$ cat src/rtl/core/udps_pkg.sv
// ----------------------------------------------------------------------------
// udps_pkg
// Shared widths, reset values and types for the up/down pot sequencer.
// ----------------------------------------------------------------------------
package udps_pkg;

  localparam int unsigned POS_BITS_DEF = 7;

  localparam int unsigned CMD_W  = 2;
  localparam int unsigned POS_W  = 7;
  localparam int unsigned CPU_W  = 8;
  localparam int unsigned HALF_W = 8;
  localparam int unsigned DSU_W  = 8;
  localparam int unsigned US_W   = 20;
  localparam int unsigned ZP_W   = 7;
  localparam int unsigned MAXP_W = 7;
  localparam int unsigned CFG_IDX_W  = 3;
  localparam int unsigned CFG_DATA_W = 20;

  // command codes
  localparam logic [CMD_W-1:0] CMD_TICK  = 2'd0;
  localparam logic [CMD_W-1:0] CMD_SET   = 2'd1;
  localparam logic [CMD_W-1:0] CMD_STORE = 2'd2;

  // register indexes
  localparam logic [CFG_IDX_W-1:0] REG_CLOCKS_PER_US = 3'd0;
  localparam logic [CFG_IDX_W-1:0] REG_INC_HALF_US   = 3'd1;
  localparam logic [CFG_IDX_W-1:0] REG_DIR_SETUP_US  = 3'd2;
  localparam logic [CFG_IDX_W-1:0] REG_STORE_WAIT_US = 3'd3;
  localparam logic [CFG_IDX_W-1:0] REG_ZERO_PULSES   = 3'd4;
  localparam logic [CFG_IDX_W-1:0] REG_MAX_POSITION  = 3'd5;

  // register reset values
  localparam logic [CPU_W-1:0]  RST_CLOCKS_PER_US = 8'd1;
  localparam logic [HALF_W-1:0] RST_INC_HALF_US   = 8'd1;
  localparam logic [DSU_W-1:0]  RST_DIR_SETUP_US  = 8'd3;
  localparam logic [US_W-1:0]   RST_STORE_WAIT_US = 20'd20000;
  localparam logic [ZP_W-1:0]   RST_ZERO_PULSES   = 7'd99;
  localparam logic [MAXP_W-1:0] RST_MAX_POSITION  = 7'd99;

  typedef struct packed {
    logic            tick;
    logic            load;
    logic [US_W-1:0] load_us;
  } tmr_ctrl_t;

  typedef struct packed {
    logic cs_n;
    logic up_dn;
    logic inc_n;
    logic busy_res;
    logic rejected;
    logic done_res;
  } res_t;

endpackage

$ cat src/rtl/core/udps_chan_if.sv
// ----------------------------------------------------------------------------
// udps_in_if / udps_out_if
// Valid/ready channels for command words and pin-level result words.
// ----------------------------------------------------------------------------
interface udps_in_if
  import udps_pkg::*;
();
  logic             valid;
  logic             ready;
  logic [CMD_W-1:0] cmd;
  logic [POS_W-1:0] position;

  modport source (output valid, output cmd, output position, input ready);
  modport sink   (input valid, input cmd, input position, output ready);
endinterface

interface udps_out_if;
  logic valid;
  logic ready;
  logic cs_n;
  logic up_dn;
  logic inc_n;
  logic busy_res;
  logic rejected;
  logic done_res;

  modport source (output valid, output cs_n, output up_dn, output inc_n,
                  output busy_res, output rejected, output done_res, input ready);
  modport sink   (input valid, input cs_n, input up_dn, input inc_n,
                  input busy_res, input rejected, input done_res, output ready);
endinterface

$ cat src/rtl/core/updown_pot_position_sequencer.sv
// ----------------------------------------------------------------------------
// updown_pot_position_sequencer
// Three-wire select, up/down and increment control of a digital potentiometer.
// ----------------------------------------------------------------------------
// Each input word is one tick of the timing base and produces exactly one
// result word with the pin levels after that tick. One word is taken every
// clock while in_ch.ready is high; the result sits in a single output
// register, and ready drops only while it is full and not taken. All
// pulse and wait timing is counted in accepted words, not in clock cycles.
// Commands that arrive while a sequence runs are flagged and ignored.
module updown_pot_position_sequencer
  import udps_pkg::*;
#(
  parameter int unsigned POS_BITS = POS_BITS_DEF
) (
  input  logic                  clk,
  input  logic                  rst_n,
  udps_in_if.sink               in_ch,
  udps_out_if.source            out_ch,
  input  logic                  cfg_we,
  input  logic [CFG_IDX_W-1:0]  cfg_idx,
  input  logic [CFG_DATA_W-1:0] cfg_wdata
);

  logic [CPU_W-1:0]  clocks_per_us_r;
  logic [HALF_W-1:0] inc_half_us_r;
  logic [DSU_W-1:0]  dir_setup_us_r;
  logic [US_W-1:0]   store_wait_us_r;
  logic [ZP_W-1:0]   zero_pulses_r;
  logic [MAXP_W-1:0] max_position_r;

  logic              out_valid_r, out_valid_nxt;
  res_t              res_r;
  res_t              res;
  tmr_ctrl_t         tmr_ctrl;
  logic              elapsed;
  logic              accept;
  logic [CPU_W-1:0]  per;
  logic [HALF_W-1:0] half_us;

  assign in_ch.ready = !out_valid_r || out_ch.ready;
  assign accept      = in_ch.valid && in_ch.ready;

  // zero in either timing register acts as one
  assign per     = (clocks_per_us_r == '0) ? CPU_W'(1) : clocks_per_us_r;
  assign half_us = (inc_half_us_r == '0) ? HALF_W'(1) : inc_half_us_r;

  always_ff @(posedge clk) begin
    if (!rst_n) begin
      clocks_per_us_r <= RST_CLOCKS_PER_US;
      inc_half_us_r   <= RST_INC_HALF_US;
      dir_setup_us_r  <= RST_DIR_SETUP_US;
      store_wait_us_r <= RST_STORE_WAIT_US;
      zero_pulses_r   <= RST_ZERO_PULSES;
      max_position_r  <= RST_MAX_POSITION;
    end else if (cfg_we) begin
      case (cfg_idx)
        REG_CLOCKS_PER_US: clocks_per_us_r <= cfg_wdata[CPU_W-1:0];
        REG_INC_HALF_US:   inc_half_us_r   <= cfg_wdata[HALF_W-1:0];
        REG_DIR_SETUP_US:  dir_setup_us_r  <= cfg_wdata[DSU_W-1:0];
        REG_STORE_WAIT_US: store_wait_us_r <= cfg_wdata[US_W-1:0];
        REG_ZERO_PULSES:   zero_pulses_r   <= cfg_wdata[ZP_W-1:0];
        REG_MAX_POSITION:  max_position_r  <= cfg_wdata[MAXP_W-1:0];
        default: ;
      endcase
    end
  end

  udps_timer u_timer (
    .clk     (clk),
    .rst_n   (rst_n),
    .ctrl    (tmr_ctrl),
    .per     (per),
    .elapsed (elapsed)
  );

  udps_fsm #(
    .POS_BITS (POS_BITS)
  ) u_fsm (
    .clk           (clk),
    .rst_n         (rst_n),
    .accept        (accept),
    .cmd           (in_ch.cmd),
    .position      (in_ch.position),
    .half_us       (half_us),
    .dir_setup_us  (dir_setup_us_r),
    .store_wait_us (store_wait_us_r),
    .zero_pulses   (zero_pulses_r),
    .max_position  (max_position_r),
    .elapsed       (elapsed),
    .tmr_ctrl      (tmr_ctrl),
    .res           (res)
  );

  // hold the result word until taken
  always_comb begin
    out_valid_nxt = out_valid_r;
    if (accept) begin
      out_valid_nxt = 1'b1;
    end else if (out_ch.ready) begin
      out_valid_nxt = 1'b0;
    end
  end

  always_ff @(posedge clk) begin
    if (!rst_n) begin
      out_valid_r <= 1'b0;
    end else begin
      out_valid_r <= out_valid_nxt;
    end
  end

  always_ff @(posedge clk) begin
    if (accept) begin
      res_r <= res;
    end
  end

  assign out_ch.valid    = out_valid_r;
  assign out_ch.cs_n     = res_r.cs_n;
  assign out_ch.up_dn    = res_r.up_dn;
  assign out_ch.inc_n    = res_r.inc_n;
  assign out_ch.busy_res = res_r.busy_res;
  assign out_ch.rejected = res_r.rejected;
  assign out_ch.done_res = res_r.done_res;

endmodule

$ cat src/rtl/core/udps_timer.sv
// ----------------------------------------------------------------------------
// udps_timer
// Microsecond wait counter: sub-microsecond prescaler plus microsecond count.
// ----------------------------------------------------------------------------
module udps_timer
  import udps_pkg::*;
(
  input  logic             clk,
  input  logic             rst_n,
  input  tmr_ctrl_t        ctrl,
  input  logic [CPU_W-1:0] per,
  output logic             elapsed
);

  logic [CPU_W-1:0] sub_r, sub_nxt;
  logic [US_W-1:0]  us_r, us_nxt;
  logic [CPU_W-1:0] sub_inc;
  logic             roll;
  logic [US_W-1:0]  us_dec;

  always_comb begin
    sub_inc = sub_r + CPU_W'(1);
    roll    = (sub_inc >= per);
    us_dec  = roll ? (us_r - US_W'(1)) : us_r;
    // a zero count has already run out
    elapsed = (us_r == '0) || (us_dec == '0);
  end

  always_comb begin
    sub_nxt = sub_r;
    us_nxt  = us_r;
    if (ctrl.load) begin
      sub_nxt = '0;
      us_nxt  = ctrl.load_us;
    end else if (ctrl.tick && (us_r != '0)) begin
      sub_nxt = roll ? '0 : sub_inc;
      us_nxt  = us_dec;
    end
  end

  always_ff @(posedge clk) begin
    if (!rst_n) begin
      sub_r <= '0;
      us_r  <= '0;
    end else begin
      sub_r <= sub_nxt;
      us_r  <= us_nxt;
    end
  end

endmodule

$ cat src/rtl/core/udps_fsm.sv
// ----------------------------------------------------------------------------
// udps_fsm
// Pin sequencer: zeroing pulses, up pulses, end hold and optional store.
// ----------------------------------------------------------------------------
module udps_fsm
  import udps_pkg::*;
#(
  parameter int unsigned POS_BITS = POS_BITS_DEF
) (
  input  logic              clk,
  input  logic              rst_n,
  input  logic              accept,
  input  logic [CMD_W-1:0]  cmd,
  input  logic [POS_W-1:0]  position,
  input  logic [HALF_W-1:0] half_us,
  input  logic [DSU_W-1:0]  dir_setup_us,
  input  logic [US_W-1:0]   store_wait_us,
  input  logic [ZP_W-1:0]   zero_pulses,
  input  logic [MAXP_W-1:0] max_position,
  input  logic              elapsed,
  output tmr_ctrl_t         tmr_ctrl,
  output res_t              res
);

  localparam int unsigned CntW = (POS_BITS > ZP_W) ? POS_BITS : ZP_W;
  localparam logic [CntW-1:0] PosMax = CntW'((1 << POS_BITS) - 1);

  localparam logic [3:0] PH_IDLE       = 4'd0;
  localparam logic [3:0] PH_DN_SETUP   = 4'd1;
  localparam logic [3:0] PH_DN_HIGH    = 4'd2;
  localparam logic [3:0] PH_DN_LOW     = 4'd3;
  localparam logic [3:0] PH_UP_SETUP   = 4'd4;
  localparam logic [3:0] PH_UP_HIGH    = 4'd5;
  localparam logic [3:0] PH_UP_LOW     = 4'd6;
  localparam logic [3:0] PH_END_HOLD   = 4'd7;
  localparam logic [3:0] PH_STORE_INC  = 4'd8;
  localparam logic [3:0] PH_STORE_WAIT = 4'd9;

  logic [3:0]          phase_r, phase_nxt;
  logic [CntW-1:0]     pulse_r, pulse_nxt;
  logic [POS_BITS-1:0] target_r, target_nxt;
  logic                store_r, store_nxt;
  logic                cs_r, cs_nxt;
  logic                dir_r, dir_nxt;
  logic                inc_r, inc_nxt;

  logic            busy;
  logic            is_cmd;
  logic            done;
  logic [CntW-1:0] lim;
  logic [CntW-1:0] req;
  logic [CntW-1:0] tgt;
  logic [CntW-1:0] pulse_dec;
  logic [US_W-1:0] half_w;

  assign busy      = (phase_r != PH_IDLE);
  assign is_cmd    = (cmd == CMD_SET) || (cmd == CMD_STORE);
  assign half_w    = US_W'(half_us);
  assign pulse_dec = pulse_r - CntW'(1);

  // clamp request to the smaller of max_position and the position range
  always_comb begin
    lim = (CntW'(max_position) > PosMax) ? PosMax : CntW'(max_position);
    req = CntW'(position);
    tgt = (req > lim) ? lim : req;
  end

  always_comb begin
    phase_nxt  = phase_r;
    pulse_nxt  = pulse_r;
    target_nxt = target_r;
    store_nxt  = store_r;
    cs_nxt     = cs_r;
    dir_nxt    = dir_r;
    inc_nxt    = inc_r;
    done       = 1'b0;
    tmr_ctrl.tick    = accept && busy;
    tmr_ctrl.load    = 1'b0;
    tmr_ctrl.load_us = '0;

    if (accept) begin
      if (!busy) begin
        if (is_cmd) begin
          target_nxt = tgt[POS_BITS-1:0];
          store_nxt  = (cmd == CMD_STORE);
          cs_nxt     = 1'b0;
          dir_nxt    = 1'b0;
          phase_nxt  = PH_DN_SETUP;
          tmr_ctrl.load    = 1'b1;
          tmr_ctrl.load_us = US_W'(dir_setup_us);
        end
      end else if (elapsed) begin
        case (phase_r)
          PH_DN_SETUP: begin
            pulse_nxt     = CntW'(zero_pulses);
            tmr_ctrl.load = 1'b1;
            if (zero_pulses != '0) begin
              inc_nxt          = 1'b1;
              phase_nxt        = PH_DN_HIGH;
              tmr_ctrl.load_us = half_w;
            end else begin
              dir_nxt          = 1'b1;
              phase_nxt        = PH_UP_SETUP;
              tmr_ctrl.load_us = US_W'(dir_setup_us);
            end
          end
          PH_DN_HIGH: begin
            inc_nxt          = 1'b0;
            phase_nxt        = PH_DN_LOW;
            tmr_ctrl.load    = 1'b1;
            tmr_ctrl.load_us = half_w;
          end
          PH_DN_LOW: begin
            pulse_nxt     = pulse_dec;
            tmr_ctrl.load = 1'b1;
            if (pulse_dec != '0) begin
              inc_nxt          = 1'b1;
              phase_nxt        = PH_DN_HIGH;
              tmr_ctrl.load_us = half_w;
            end else begin
              dir_nxt          = 1'b1;
              phase_nxt        = PH_UP_SETUP;
              tmr_ctrl.load_us = US_W'(dir_setup_us);
            end
          end
          PH_UP_SETUP: begin
            pulse_nxt     = CntW'(target_r);
            tmr_ctrl.load = 1'b1;
            if (target_r != '0) begin
              inc_nxt          = 1'b1;
              phase_nxt        = PH_UP_HIGH;
              tmr_ctrl.load_us = half_w;
            end else begin
              inc_nxt          = 1'b0;
              phase_nxt        = PH_END_HOLD;
              tmr_ctrl.load_us = US_W'(1);
            end
          end
          PH_UP_HIGH: begin
            inc_nxt          = 1'b0;
            phase_nxt        = PH_UP_LOW;
            tmr_ctrl.load    = 1'b1;
            tmr_ctrl.load_us = half_w;
          end
          PH_UP_LOW: begin
            pulse_nxt     = pulse_dec;
            tmr_ctrl.load = 1'b1;
            if (pulse_dec != '0) begin
              inc_nxt          = 1'b1;
              phase_nxt        = PH_UP_HIGH;
              tmr_ctrl.load_us = half_w;
            end else begin
              inc_nxt          = 1'b0;
              phase_nxt        = PH_END_HOLD;
              tmr_ctrl.load_us = US_W'(1);
            end
          end
          PH_END_HOLD: begin
            if (store_r) begin
              // raise increment with select low, then the select edge stores
              inc_nxt          = 1'b1;
              phase_nxt        = PH_STORE_INC;
              tmr_ctrl.load    = 1'b1;
              tmr_ctrl.load_us = US_W'(1);
            end else begin
              cs_nxt    = 1'b1;
              phase_nxt = PH_IDLE;
              done      = 1'b1;
            end
          end
          PH_STORE_INC: begin
            cs_nxt           = 1'b1;
            phase_nxt        = PH_STORE_WAIT;
            tmr_ctrl.load    = 1'b1;
            tmr_ctrl.load_us = store_wait_us;
          end
          default: begin
            store_nxt = 1'b0;
            phase_nxt = PH_IDLE;
            done      = 1'b1;
          end
        endcase
      end
    end
  end

  always_comb begin
    res.cs_n     = cs_nxt;
    res.up_dn    = dir_nxt;
    res.inc_n    = inc_nxt;
    res.busy_res = (phase_nxt != PH_IDLE);
    res.rejected = busy && is_cmd;
    res.done_res = done;
  end

  always_ff @(posedge clk) begin
    if (!rst_n) begin
      phase_r  <= PH_IDLE;
      pulse_r  <= '0;
      target_r <= '0;
      store_r  <= 1'b0;
      cs_r     <= 1'b1;
      dir_r    <= 1'b0;
      inc_r    <= 1'b1;
    end else begin
      phase_r  <= phase_nxt;
      pulse_r  <= pulse_nxt;
      target_r <= target_nxt;
      store_r  <= store_nxt;
      cs_r     <= cs_nxt;
      dir_r    <= dir_nxt;
      inc_r    <= inc_nxt;
    end
  end

endmodule

$ cat src/flat_wrapper.sv
// flat-port wrapper written by rule: the top's interface ports become plain ports
module updown_pot_position_sequencer_flat import udps_pkg::*;
#(
  parameter int unsigned POS_BITS = POS_BITS_DEF
)
  (clk, rst_n, cfg_we, cfg_idx, cfg_wdata, in_ch_valid, in_ch_cmd, in_ch_position, in_ch_ready, out_ch_valid, out_ch_cs_n, out_ch_up_dn, out_ch_inc_n, out_ch_busy_res, out_ch_rejected, out_ch_done_res, out_ch_ready);
  udps_in_if in_ch_i ();
  udps_out_if out_ch_i ();
  input  logic clk;
  input  logic rst_n;
  input  logic cfg_we;
  input  logic [CFG_IDX_W-1:0] cfg_idx;
  input  logic [CFG_DATA_W-1:0] cfg_wdata;
  input wire logic [$bits(in_ch_i.valid)-1:0] in_ch_valid;
  input wire logic [$bits(in_ch_i.cmd)-1:0] in_ch_cmd;
  input wire logic [$bits(in_ch_i.position)-1:0] in_ch_position;
  output wire logic [$bits(in_ch_i.ready)-1:0] in_ch_ready;
  output wire logic [$bits(out_ch_i.valid)-1:0] out_ch_valid;
  output wire logic [$bits(out_ch_i.cs_n)-1:0] out_ch_cs_n;
  output wire logic [$bits(out_ch_i.up_dn)-1:0] out_ch_up_dn;
  output wire logic [$bits(out_ch_i.inc_n)-1:0] out_ch_inc_n;
  output wire logic [$bits(out_ch_i.busy_res)-1:0] out_ch_busy_res;
  output wire logic [$bits(out_ch_i.rejected)-1:0] out_ch_rejected;
  output wire logic [$bits(out_ch_i.done_res)-1:0] out_ch_done_res;
  input wire logic [$bits(out_ch_i.ready)-1:0] out_ch_ready;
  assign in_ch_i.valid = in_ch_valid;
  assign in_ch_i.cmd = in_ch_cmd;
  assign in_ch_i.position = in_ch_position;
  assign in_ch_ready = in_ch_i.ready;
  assign out_ch_valid = out_ch_i.valid;
  assign out_ch_cs_n = out_ch_i.cs_n;
  assign out_ch_up_dn = out_ch_i.up_dn;
  assign out_ch_inc_n = out_ch_i.inc_n;
  assign out_ch_busy_res = out_ch_i.busy_res;
  assign out_ch_rejected = out_ch_i.rejected;
  assign out_ch_done_res = out_ch_i.done_res;
  assign out_ch_i.ready = out_ch_ready;
  updown_pot_position_sequencer #(.POS_BITS(POS_BITS)) u_core (.clk(clk), .rst_n(rst_n), .in_ch(in_ch_i), .out_ch(out_ch_i), .cfg_we(cfg_we), .cfg_idx(cfg_idx), .cfg_wdata(cfg_wdata));
endmodule
$ cat config.mk
export PLATFORM = sky130hd
export DESIGN_NAME = updown_pot_position_sequencer_flat
export DESIGN_NICKNAME = d
export VERILOG_FILES = /design/src/rtl/core/udps_pkg.sv /design/src/rtl/core/udps_chan_if.sv /design/src/rtl/core/updown_pot_position_sequencer.sv /design/src/rtl/core/udps_timer.sv /design/src/rtl/core/udps_fsm.sv /design/src/flat_wrapper.sv
export SDC_FILE = /design/constraint.sdc
export NUM_CORES = 1
export LEC_CHECK = 0
export ABC_AREA = 1
export BUFFER_PORTS_ARGS = -buffer_cell sky130_fd_sc_hd__buf_2
export CAP_MARGIN = 20
export CORE_MARGIN = 2
export CORE_UTILIZATION = 35
export CTS_CLUSTER_DIAMETER = 50
export CTS_CLUSTER_SIZE = 24
export DETAILED_ROUTE_END_ITERATION = 10
export PLACE_DENSITY = 0.57
export SYNTH_ARGS = -nofsm -noshare
export SYNTH_HDL_FRONTEND = slang
export SYNTH_SLANG_ARGS = --single-unit
export TNS_END_PERCENT = 1
$ cat constraint.sdc
create_clock -name clk -period 5.8 [get_ports clk]
set_input_delay 1.16 -clock clk [delete_from_list [all_inputs] [get_ports clk]]
set_output_delay 1.16 -clock clk [all_outputs]
set_load 0.02 [all_outputs]
==> results of run 1 <==
-- Yosys cell counts (13+ instances only) --
library cell / instances
a21oi_1: 66
clkbuf_1: 20
dfxtp_1: 109
ha_1: 20
inv_1: 111
nand2_1: 242
nand3_1: 60
nand4_1: 21
nor2_1: 134
nor2_2: 20
nor3_1: 15
o211ai_1: 16
o21ai_0: 78
xor2_1: 13
-- cells by family after synthesis --
family          count (synthesis)  synth area share [%]
simple gates                  528                  34.6
fa+ha+maj                      20                  3.72
flops                         115                  35.1
buf+inv                       150                  9.14
compound gates                183                  15.1
xor+xnor                       18                  2.35
-- metal layers --
metal	vias to the layer above	share of wire, %	GRT usage (%)	wire length [um]
li1	3385	-	-	-
met1	2955	47	23.2	8440
met2	131	48	30.7	8490
met3	22	3.5	3.57	622
met4	0	1.3	5.21	239
met5	-	0	0	0
-- where the power goes --
| group | switching, W | internal, W |
|---|---|---|
| clock | 0.000361 | 0.000775 |
| sequential | 0.0000397 | 0.000840 |
| combinational | 0.000455 | 0.000216 |
| total | 0.000855 | 0.00183 |
-- worst reg2reg max path, cell delays in order, from the launching register on --
cell and delay (ns):
dfxtp_1 0.40, nand3_1 0.12, nand3b_1 0.21, nand3b_1 0.19, xnor2_1 0.20, ha_1 0.27, a21oi_1 0.15, o21a_1 0.59
nand2_8 0.22, nand2_1 0.11, nand2_1 0.08, nor2_1 0.11, nand2_1 0.07, nor2_1 0.13, nand3_2 0.12, nand2_2 0.24
nand2_2 0.25, nand2_4 0.28, inv_1 0.10, nand2_1 0.23, a21oi_1 0.07
-- stage by stage --
step | power (W) | hold WS [ns]
after global routing | 0.00284 | 0.485
after detailed placement | 0.00156 | 0.450
final | 0.00269 | 0.458
after global placement | 0.00156 | 0.447
after CTS | 0.00270 | 0.458
after floorplan | 0.00143 | 0.425
-- registers in the layout (all words and copies together), names as in the netlist, 8 cells and up --
signal / cells
u_core.clocks_per_us_r: 8
u_core.dir_setup_us_r: 8
u_core.inc_half_us_r: 8
u_core.store_wait_us_r: 20
u_core.u_timer.sub_r: 8
u_core.u_timer.us_r: 20
-- worst max-delay path by stage --
stage | from | cells past startpoint | endpoint
2_1_floorplan | u_core.u_timer.sub_r[0]$_SDFFE_PP0P_ | 23 | u_core.out_ch.busy_res$_DFFE_PP_
3_3_place_gp | u_core.u_timer.sub_r[0]$_SDFFE_PP0P_ | 20 | u_core.u_timer.sub_r[7]$_SDFFE_PP0P_
3_5_place_dp | u_core.u_timer.sub_r[0]$_SDFFE_PP0P_ | 20 | u_core.u_timer.sub_r[7]$_SDFFE_PP0P_
4_1_cts | u_core.u_timer.sub_r[0]$_SDFFE_PP0P_ | 20 | u_core.u_timer.sub_r[1]$_SDFFE_PP0P_
5_1_grt | u_core.u_timer.sub_r[0]$_SDFFE_PP0P_ | 20 | u_core.u_timer.sub_r[7]$_SDFFE_PP0P_
6_report | u_core.u_timer.sub_r[0]$_SDFFE_PP0P_ | 20 | u_core.u_timer.sub_r[7]$_SDFFE_PP0P_
-- final cells by class --
class	instances	area, sq um
Clock buffer	23	499
Tap cell	234	293
Inverter	115	432
Timing Repair Buffer	48	250
Fill cell	2024	11000
Sequential cell	115	2360
Clock inverter	8	146
Multi-Input combinational cell	749	3750
==> results.sh, run 1 <==
export IMPL_layout_cells_non_filler=1292
export IMPL_synth_top_area_share_pct=32.5
export IMPL_totalNegativeSetupSlack_ns=0
export IMPL_wl_per_cell_um=13.8
export IMPL_ys_seq_elements=115
export IMPL_ir_worst_vdd_v=0.000191
export IMPL_synthCells=1014
export IMPL_rows=50
export IMPL_synth_async_sr_flop_share_pct=0
export IMPL_rsz0062_at_grt="false"
export IMPL_yosysWarnings=0
export IMPL_grtUsageTotal_pct=18.0
export IMPL_routed_via_density=5.03
export IMPL_die_height_um=143
export IMPL_dp_cells=1261
export IMPL_drt_iter0_drc=516
export IMPL_nNetsFinal=1103
export IMPL_min_path_type="reg -> reg"
export IMPL_layout_common_cells="nand2_1, nor2_1, inv_1"
export IMPL_setup_slack_ns=1.55
export IMPL_gp_congestion=0.871
export IMPL_power_density_nw_per_um2=347
export IMPL_skew_ns=0.00681
export IMPL_worstMarginPinSlew_ns=0.974
export IMPL_cpPeakStageDelay_ns=0.59
export IMPL_yosys_most_used_dff="dfxtp_1"
export IMPL_clk_pin_slew_ns=0.06
export IMPL_syn_cell_area_sq_um=6720
export IMPL_critPathSlowestCell="o21a_1"
export IMPL_min_from="u_core.store_wait_us_r[19]$_SDFFE_PN0P_"
export IMPL_grt_overflow=0
export IMPL_dp_hpwl_um=13200
export IMPL_antenna_found_initial=0
export IMPL_drv_cap=0
export IMPL_synth_edf_count=6
export IMPL_final_max_slew_viol_count=0
export IMPL_finalWirelength_um=17800
export IMPL_r2r_slack_ns=1.55
export IMPL_postPlaceCellArea_sq_um=7090
export IMPL_grt_max_degree=60
export IMPL_cts_buffer_depth=2
export IMPL_critical_path_class="reg -> reg"
export IMPL_cts_tree="built"
export IMPL_cp_num_buf_inv=1
export IMPL_required_ns=6.09
export IMPL_synth_avg_cell_area_sq_um=6.63
export IMPL_holdPathStages=2
export IMPL_dr_pass1_iters=5
export IMPL_seq_area_frac_synth_pct=35.1
export IMPL_synth_nets=1071
export IMPL_r2r_cells=20
export IMPL_final_common_cell="nand2_1"
export IMPL_io_pins=45
export IMPL_ys_top_cells_by_area="dfxtp_1, nand2_1, nor2_1, inv_1, o21ai_0"
export IMPL_hold_viol_final=0
export IMPL_crit_path_start_kind="flop"
export IMPL_cts_buffers=17
export IMPL_worst_ep_arrival_time_ns=4.55
export IMPL_grt_pass1_vias=5956
export IMPL_synth_largest_area_cell="dfxtp_1"
export IMPL_vias=6493
export IMPL_leakage_nw=3.57
export IMPL_cts_hold_buffers=0
export IMPL_clockRootBuffer="clkbuf_16"
export IMPL_cts_sinks=115
export IMPL_cts_htree_levels=4
export IMPL_utilization_pct=41.2
export IMPL_cpMostUsedCell="nand2_1"
export IMPL_fmax_mhz=235
export IMPL_post_route_min_period_ns=4.25
export IMPL_drc=0
export IMPL_relSlewSlack_pct=34.8
export IMPL_period_share_pct=73.3
export IMPL_postCtsSetupBuffers=0
export IMPL_ant_nets=0
export IMPL_cp_top_family="simple AND/OR/NAND/NOR gates"
export IMPL_fp_dieW_um=143
export IMPL_drive_gt1_share_pct=11.2
export IMPL_clk_latency_ns=0.42
export IMPL_synth_cell_types=41
export IMPL_port_buffers=44
export IMPL_reg2reg_to="u_core.u_timer.sub_r[7]$_SDFFE_PP0P_"
export IMPL_ctsResizeCount=0
export IMPL_grt_pass1_wl_um=29300
export IMPL_crit_path_max_fanout=28
export IMPL_pre_cts_ws_ns=1.56
export IMPL_area_growth_pct=15.0
export IMPL_core_region_area_sq_um=18800
export IMPL_outcome="finished clean"
export IMPL_insertedDiodeCount=0
export IMPL_setup_viol=0
export IMPL_cp_end_kind="flop"
export IMPL_hold_path_end="u_core.store_wait_us_r[19]$_SDFFE_PN0P_"
export IMPL_cp_cell_sequence="nand3_1 -> nand3b_1 -> nand3b_1 -> xnor2_1 -> ha_1 -> a21oi_1 -> o21a_1 -> nand2_8 -> nand2_1 -> nand2_1 -> nor2_1 -> nand2_1 -> nor2_1 -> nand3_2 -> nand2_2 -> nand2_2 -> nand2_4 -> inv_1 -> nand2_1 -> a21oi_1"
export IMPL_worstReg2RegStart="u_core.u_timer.sub_r[0]$_SDFFE_PP0P_"
export IMPL_die_area_sq_um=20300
export IMPL_stdcell_area_sq_um=7730
export IMPL_start_util_pct=35.8
Note: power is estimated with default switching activity, not from simulation.
==> run 2, diff against run 1 <==
- ABC_AREA: 1 -> 0
- PLACE_DENSITY: 0.57 -> 0.59
- clock period: 5.8 -> 3.83 ns (I/O delays scaled with it)
==> run 2 against run 1 <==
  * Via count decreased by 7.8%
  * Synthesized area decreased by 6.2%
  * Total power increased by 67%
  * First-iteration DRC count decreased by 27%
  * Clock power increased by 47%
  * Synthesized cell count decreased by 19%
  * Worst setup slack got worse by 1.3 ns
  * Critical path depth decreased by 5
  * Cell area decreased by 2.2%
  * Largest cell class unchanged
  * Largest power group unchanged
==> results.sh, run 2 <==
export IMPL_rsz0062_at_grt="true"
export IMPL_synth_largest_area_cell="dfxtp_1"
export IMPL_clk_pin_slew_ns=0.05
export IMPL_insertedDiodeCount=0
export IMPL_reg_largest_list="u_core.store_wait_us_r x20, u_core.u_timer.us_r x20"
export IMPL_cp_end_kind="flop"
export IMPL_synth_xor_area_share_pct=3.19
export IMPL_vias=5986
export IMPL_yosysMostFrequentCell="nand2_1"
export IMPL_synthCells=817
export IMPL_dr_pass1_iters=5
export IMPL_synth_async_sr_flop_share_pct=0
export IMPL_use_met2_pct=28.4
export IMPL_io_pins=45
export IMPL_synth_top_family_by_area="simple AND/OR/NAND/NOR gates"
export IMPL_netlist_top_cells_count="nand2_1, dfxtp_1, a21oi_1"
export IMPL_min_path_type="reg -> reg"
export IMPL_grt_pass1_vias=5648
export IMPL_clk_latency_ns=0.42
export IMPL_layout_common_cells="nand2_1, dfxtp_1, a21oi_1"
export IMPL_drive_gt1_share_pct=14.7
export IMPL_routed_via_density=5.39
export IMPL_crit_path_max_fanout=8
export IMPL_synth_top_area_share_pct=34.6
export IMPL_yosys_most_used_dff="dfxtp_1"
export IMPL_p_int_w=0.00300
export IMPL_fillers=1849
export IMPL_power_switching_w=0.00150
export IMPL_nNetsFinal=926
export IMPL_fin_hold_ws_ns=0.453
export IMPL_grt_max_degree=52
export IMPL_required_ns=4.16
export IMPL_syn_cell_area_sq_um=6310
export IMPL_crit_path_start_kind="flop"
export IMPL_worstMarginPinSlew_ns=0.914
export IMPL_dp_hpwl_um=11900
export IMPL_multiInputGateArea_sq_um=3710
export IMPL_top_usage_layer="met2"
export IMPL_synth_compound_area_share_pct=21.8
export IMPL_antenna_found_initial=0
export IMPL_ir_worst_vdd_v=0.000314
export IMPL_leakage_nw=2.82
export IMPL_setup_viol=0
export IMPL_totalNegativeSetupSlack_ns=0
export IMPL_start_util_pct=35.4
export IMPL_synth_edf_count=6
export IMPL_synthSimpleGateAreaFrac_pct=26.6
export IMPL_grt_pass1_wl_um=28400
export IMPL_gp_congestion=0.836
export IMPL_ys_top_cells_by_area="dfxtp_1, nand2_1, a21oi_1, ha_1, nor2_1"
export IMPL_synth_fa_ha_area_share_pct=3.97
export IMPL_p_clk_share_pct=37.4
export IMPL_p_comb_share_pct=31.9
export IMPL_outcome="finished clean"
export IMPL_power_frac_seq_pct=30.7
export IMPL_port_buffers=44
export IMPL_grt_overflow=0
export IMPL_finalWirelength_um=16900
export IMPL_cts_sinks=115
export IMPL_ant_nets=0
export IMPL_area_growth_pct=20.0
export IMPL_final_common_cell="nand2_1"
export IMPL_drc=0
export IMPL_yosysWarnings=0
export IMPL_wl_per_cell_um=15.2
export IMPL_final_max_slew_viol_count=0
export IMPL_dp_cells=1078
export IMPL_fin_total_pwr_w=0.00449
export IMPL_skew_ns=0.00750
export IMPL_grt_use_met1_pct=24.9
export IMPL_hold_viol_final=0
export IMPL_cts_htree_levels=4
export IMPL_switching_share_pct=33.3
export IMPL_clockRootBuffer="clkbuf_16"
export IMPL_synth_nets=874
export IMPL_seq_area_frac_synth_pct=37.5
export IMPL_synth_cell_types=64
export IMPL_period_share_pct=94.7
export IMPL_ys_seq_elements=115
export IMPL_gr_usage_met3_pct=3.15
export IMPL_grtUsageTotal_pct=18.0
export IMPL_worst_ep_arrival_time_ns=3.95
export IMPL_drt_iter0_drc=375
export IMPL_die_height_um=138
export IMPL_rows=49
export IMPL_synthMuxAreaShare_pct=2.22
export IMPL_post_route_min_period_ns=3.63
export IMPL_die_area_sq_um=19100
export IMPL_fp_dieW_um=138
export IMPL_relSlewSlack_pct=38.9
export IMPL_critical_path_class="reg -> reg"
export IMPL_cts_buffer_depth=2
export IMPL_synth_avg_cell_area_sq_um=7.72
export IMPL_cts_tree="built"
export IMPL_fmax_mhz=276
export IMPL_core_region_area_sq_um=17800
export IMPL_cts_buffers=17
export IMPL_ff_latch_area_sq_um=2360
export IMPL_layout_cells_non_filler=1111
export IMPL_drv_cap=0
export IMPL_power_density_nw_per_um2=594
==> run 2: changes by cell type in the layout (fill, tap and decap cells not counted), moves of 11 or more <==
cell	change
inv_1	-85
nand2_1	-80
nor2_1	-70
o21ai_0	-43
buf_4	+27
nand3_1	-23
a21oi_1	+19
nand4_1	-19
nor2_2	-17
nand2b_1	+16
mux2i_1	+14
a211oi_1	+13
a22o_1	+11
==> run 2: area by class of cell <==
| cell class | count | area share (%) |
|---|---|---|
| clock buffers | 24 | 6.76 |
| clock inverters | 8 | 1.60 |
| inverters | 27 | 1.34 |
| multi-input cells | 632 | 49.0 |
| flip-flops and latches | 115 | 31.2 |
| well taps | 229 | 3.79 |
| repair buffers | 76 | 6.25 |
==> run 2: routing by layer <==
layer | up-vias | routed length (um)
met5 | - | 0
met4 | 0 | 270
met3 | 21 | 603
met2 | 132 | 7590
met1 | 2819 | 8390
li1 | 3014 | -
==> run 2: worst paths after layout <==
kind | depth (start not counted) | end | startpoint | slack (ns)
setup / recovery | 15 | u_core.u_timer.us_r[0]$_SDFFE_PN0P_ | u_core.u_timer.sub_r[0]$_SDFFE_PP0P_ | 0.20
hold / removal | 2 | u_core.store_wait_us_r[0]$_SDFFE_PN0P_ | u_core.store_wait_us_r[0]$_SDFFE_PN0P_ | 0.45
setup reg to reg | 15 | u_core.u_timer.us_r[0]$_SDFFE_PN0P_ | u_core.u_timer.sub_r[0]$_SDFFE_PP0P_ | 0.20
hold reg to reg | 2 | u_core.store_wait_us_r[0]$_SDFFE_PN0P_ | u_core.store_wait_us_r[0]$_SDFFE_PN0P_ | 0.45
==> run 2: cells by family (layout without fill, tap and decap cells) <==
| kind of cell | Yosys count | count (layout) |
|---|---|---|
| compound gates | 216 | 216 |
| xor+xnor | 23 | 23 |
| fa+ha+maj | 20 | 20 |
| buf+inv | 70 | 135 |
| flops | 115 | 115 |
| mux | 14 | 14 |
| simple gates | 359 | 359 |
==> run 2: what timing repair did <==
action	CTS	global route
endpoints found under the setup margin	20	44
hold buffers	0	0
gates resized for setup	4	10
pin swaps	0	3
setup buffers	0	1
==> run 2: stage by stage <==
stage / setup slack (ns) / cell area [sq um] / util (%)
after floorplan: 0.218 / 6310 / -
after global placement: 0.0418 / 6860 / 38.5
after detailed placement: -0.0753 / 6860 / 38.5
after CTS: 0.0190 / 7510 / 42.1
after global routing: -0.0873 / 7570 / 42.4
final: 0.203 / 7570 / 42.4
==> run 2: power groups by stage <==
| stage | Sequential, W | Combinational [W] | Clock, W |
|---|---|---|---|
| floorplan | 0.00139 | 0.00101 | 0 |
| global placement | 0.00140 | 0.00136 | 0 |
| detailed placement | 0.00140 | 0.00136 | 0 |
| CTS | 0.00138 | 0.00140 | 0.00170 |
| global route | 0.00139 | 0.00160 | 0.00176 |
| finish | 0.00138 | 0.00143 | 0.00168 |
==> run 2: worst max-delay path, stage by stage (launching register included) <==
cell and delay, ns:
dfxtp_2 0.36, nand3_1 0.12, nor2_2 0.16, nand3_1 0.10, xnor2_1 0.16, ha_1 0.32, a41oi_1 0.11, a21o_1 0.20
o21a_4 0.26, nor4_4 0.30, xor2_1 0.14, nor4_4 0.32, a21oi_4 0.14, nand3b_1 0.34, nand2b_1 0.24, a311oi_1 0.25
==> run 3, diff against run 2 <==
- CTS_BUF_LIST: not set -> sky130_fd_sc_hd__clkbuf_4 sky130_fd_sc_hd__clkbuf_8
- REMOVE_ABC_BUFFERS: not set -> 1
==> run 3 against run 2 <==
  * Global-route usage grew 0.075 points
  * Sequential share of layout area grew 0.40 points
  * Cell count grew 0.54%
  * Die area is the same
  * Sequential cell count is the same
  * Critical path depth is the same
  * First-iteration DRC count grew 6.7%
  * Register-to-register slack lost 0.03 ns
  * Core utilization shrank 0.52 points
  * Routed wire length grew 3.4%
  * Largest cell class unchanged
==> results.sh, run 3 (synthesized netlist as in run 2, its figures left out) <==
export IMPL_p_int_w=0.00258
export IMPL_grt_max_degree=41
export IMPL_drc=0
export IMPL_reg2reg_to="u_core.u_fsm.pulse_r[4]$_SDFFE_PN0P_"
export IMPL_hold_viol_final=0
export IMPL_cts_htree_levels=4
export IMPL_setup_slack_ns=0.174
export IMPL_start_util_pct=35.4
export IMPL_outcome="finished clean"
export IMPL_worst_ep_arrival_time_ns=4.00
export IMPL_critical_path_class="reg -> reg"
export IMPL_antenna_found_initial=0
export IMPL_top_usage_layer="met2"
export IMPL_use_met2_pct=28.2
export IMPL_hold_path_end="u_core.store_wait_us_r[19]$_SDFFE_PN0P_"
export IMPL_p_clk_share_pct=29.4
export IMPL_grtUsageTotal_pct=18.0
export IMPL_dp_cells=1078
export IMPL_drive_gt1_share_pct=16.6
export IMPL_clk_latency_ns=0.45
export IMPL_grt_use_met1_pct=24.6
export IMPL_holdPathStages=2
export IMPL_fp_dieW_um=138
export IMPL_switching_share_pct=37.6
export IMPL_leakage_nw=2.76
export IMPL_nNetsFinal=932
export IMPL_core_region_area_sq_um=17800
export IMPL_cts_sinks=115
export IMPL_wl_per_cell_um=15.6
export IMPL_reg_largest_list="u_core.store_wait_us_r x20, u_core.u_timer.us_r x20"
export IMPL_dp_hpwl_um=12000
export IMPL_cts_buffers=17
export IMPL_drt_iter0_drc=400
export IMPL_grt_pass1_wl_um=28300
export IMPL_setup_viol=0
export IMPL_grt_pass1_vias=5605
export IMPL_final_common_cell="nand2_1"
export IMPL_port_buffers=44
export IMPL_relSlewSlack_pct=27.7
export IMPL_ir_worst_vdd_v=0.000253
export IMPL_clk_pin_slew_ns=0.07
export IMPL_critPathLaunch="u_core.u_timer.sub_r[2]$_SDFFE_PP0P_"
export IMPL_layout_cells_non_filler=1117
export IMPL_power_density_nw_per_um2=554
export IMPL_skew_ns=0.0174
export IMPL_post_route_min_period_ns=3.66
export IMPL_p_comb_share_pct=37.1
export IMPL_finalWirelength_um=17400
export IMPL_pre_cts_ws_ns=-0.106
export IMPL_gr_usage_met3_pct=3.46
export IMPL_crit_path_max_fanout=7
export IMPL_power_switching_w=0.00156
export IMPL_cts_tree="built"
export IMPL_power_frac_seq_pct=33.5
export IMPL_min_path_type="reg -> reg"
export IMPL_r2r_cells=15
export IMPL_vias=5950
export IMPL_ant_nets=0
export IMPL_worstMarginPinSlew_ns=1.08
export IMPL_rows=49
export IMPL_min_from="u_core.store_wait_us_r[19]$_SDFFE_PN0P_"
export IMPL_die_area_sq_um=19100
export IMPL_layout_common_cells="nand2_1, dfxtp_1, a21oi_1"
export IMPL_r2r_slack_ns=0.17
export IMPL_cp_end_kind="flop"
export IMPL_routed_via_density=5.33
export IMPL_fin_hold_ws_ns=0.455
export IMPL_drv_cap=0
export IMPL_clockRootBuffer="clkbuf_8"
export IMPL_required_ns=4.18
export IMPL_gp_congestion=0.871
export IMPL_insertedDiodeCount=0
export IMPL_area_growth_pct=18.5
export IMPL_worstReg2RegStart="u_core.u_timer.sub_r[2]$_SDFFE_PP0P_"
export IMPL_totalNegativeSetupSlack_ns=0
export IMPL_die_height_um=138
export IMPL_io_pins=45
export IMPL_period_share_pct=95.5
export IMPL_fmax_mhz=274
export IMPL_final_max_slew_viol_count=0
export IMPL_crit_path_start_kind="flop"
export IMPL_cts_buffer_depth=2
export IMPL_dr_pass1_iters=5
export IMPL_grt_overflow=0
==> run 3: critical path, stage by stage, from the launching register on <==
cell,delay (ns)
dfxtp_1,0.36
nand3_2,0.11
nor2_2,0.15
nand3_1,0.11
xnor2_1,0.15
ha_1,0.32
a41oi_1,0.12
a21o_1,0.20
o21a_4,0.26
nor4_1,0.33
o21ai_0,0.21
nor4_4,0.17
buf_4,0.20
a21oi_4,0.09
or4_4,0.51
o32ai_1,0.26
==> run 3: worst max-delay path by stage <==
stage | endpoint | slack [ns] | cells after the start
finish | u_core.u_fsm.pulse_r[4]$_SDFFE_PN0P_ | 0.17 | 15
CTS | u_core.out_ch.busy_res$_DFFE_PP_ | 0.03 | 16
global route | u_core.u_fsm.pulse_r[4]$_SDFFE_PN0P_ | -0.13 | 16
detailed placement | u_core.out_ch.inc_n$_DFFE_PP_ | -0.11 | 15
global placement | u_core.out_ch.inc_n$_DFFE_PP_ | 0.06 | 15
floorplan | u_core.u_fsm.pulse_r[5]$_SDFFE_PN0P_ | -0.14 | 15
==> run 3: layout make-up <==
type                    count  area (sq um)
clock buffers              18           248
clock inverters            14           175
fillers                  1846         10400
inverters                  27           101
multi-input cells         633          3790
flip-flops and latches    115          2360
well taps                 229           287
repair buffers             81           508
==> run 3: power by group through the flow <==
stage	Sequential [W]	Combinational, W	Clock (W)
floorplan	0.00141	0.000914	0
CTS	0.00138	0.00136	0.00124
global placement	0.00141	0.00134	0
detailed placement	0.00141	0.00134	0
finish	0.00139	0.00154	0.00122
global route	0.00140	0.00170	0.00130
==> run 3: metal layers <==
metal  share of wire, %  wire (um)
met1                 48       8320
met2                 46       8000
met3                4.8        833
met4                1.6        278
met5                  0          0
==> run 3: metrics by stage <==
step / utilization (%) / area [sq um] / power [W]
floorplan: - / 6110 / 0.00233
global placement: 38.5 / 6860 / 0.00275
detailed placement: 38.5 / 6860 / 0.00275
CTS: 40.9 / 7300 / 0.00398
global route: 41.9 / 7470 / 0.00439
finish: 41.9 / 7470 / 0.00414
==> run 3: repair_timing <==
| item | in CTS | in global routing |
|---|---|---|
| cloned | 0 | 2 |
| pin swaps | 0 | 7 |
| hold buffers | 0 | 0 |
| buffers inserted | 0 | 5 |
| gates resized for setup | 4 | 25 |
| endpoints found under the setup margin | 15 | 41 |
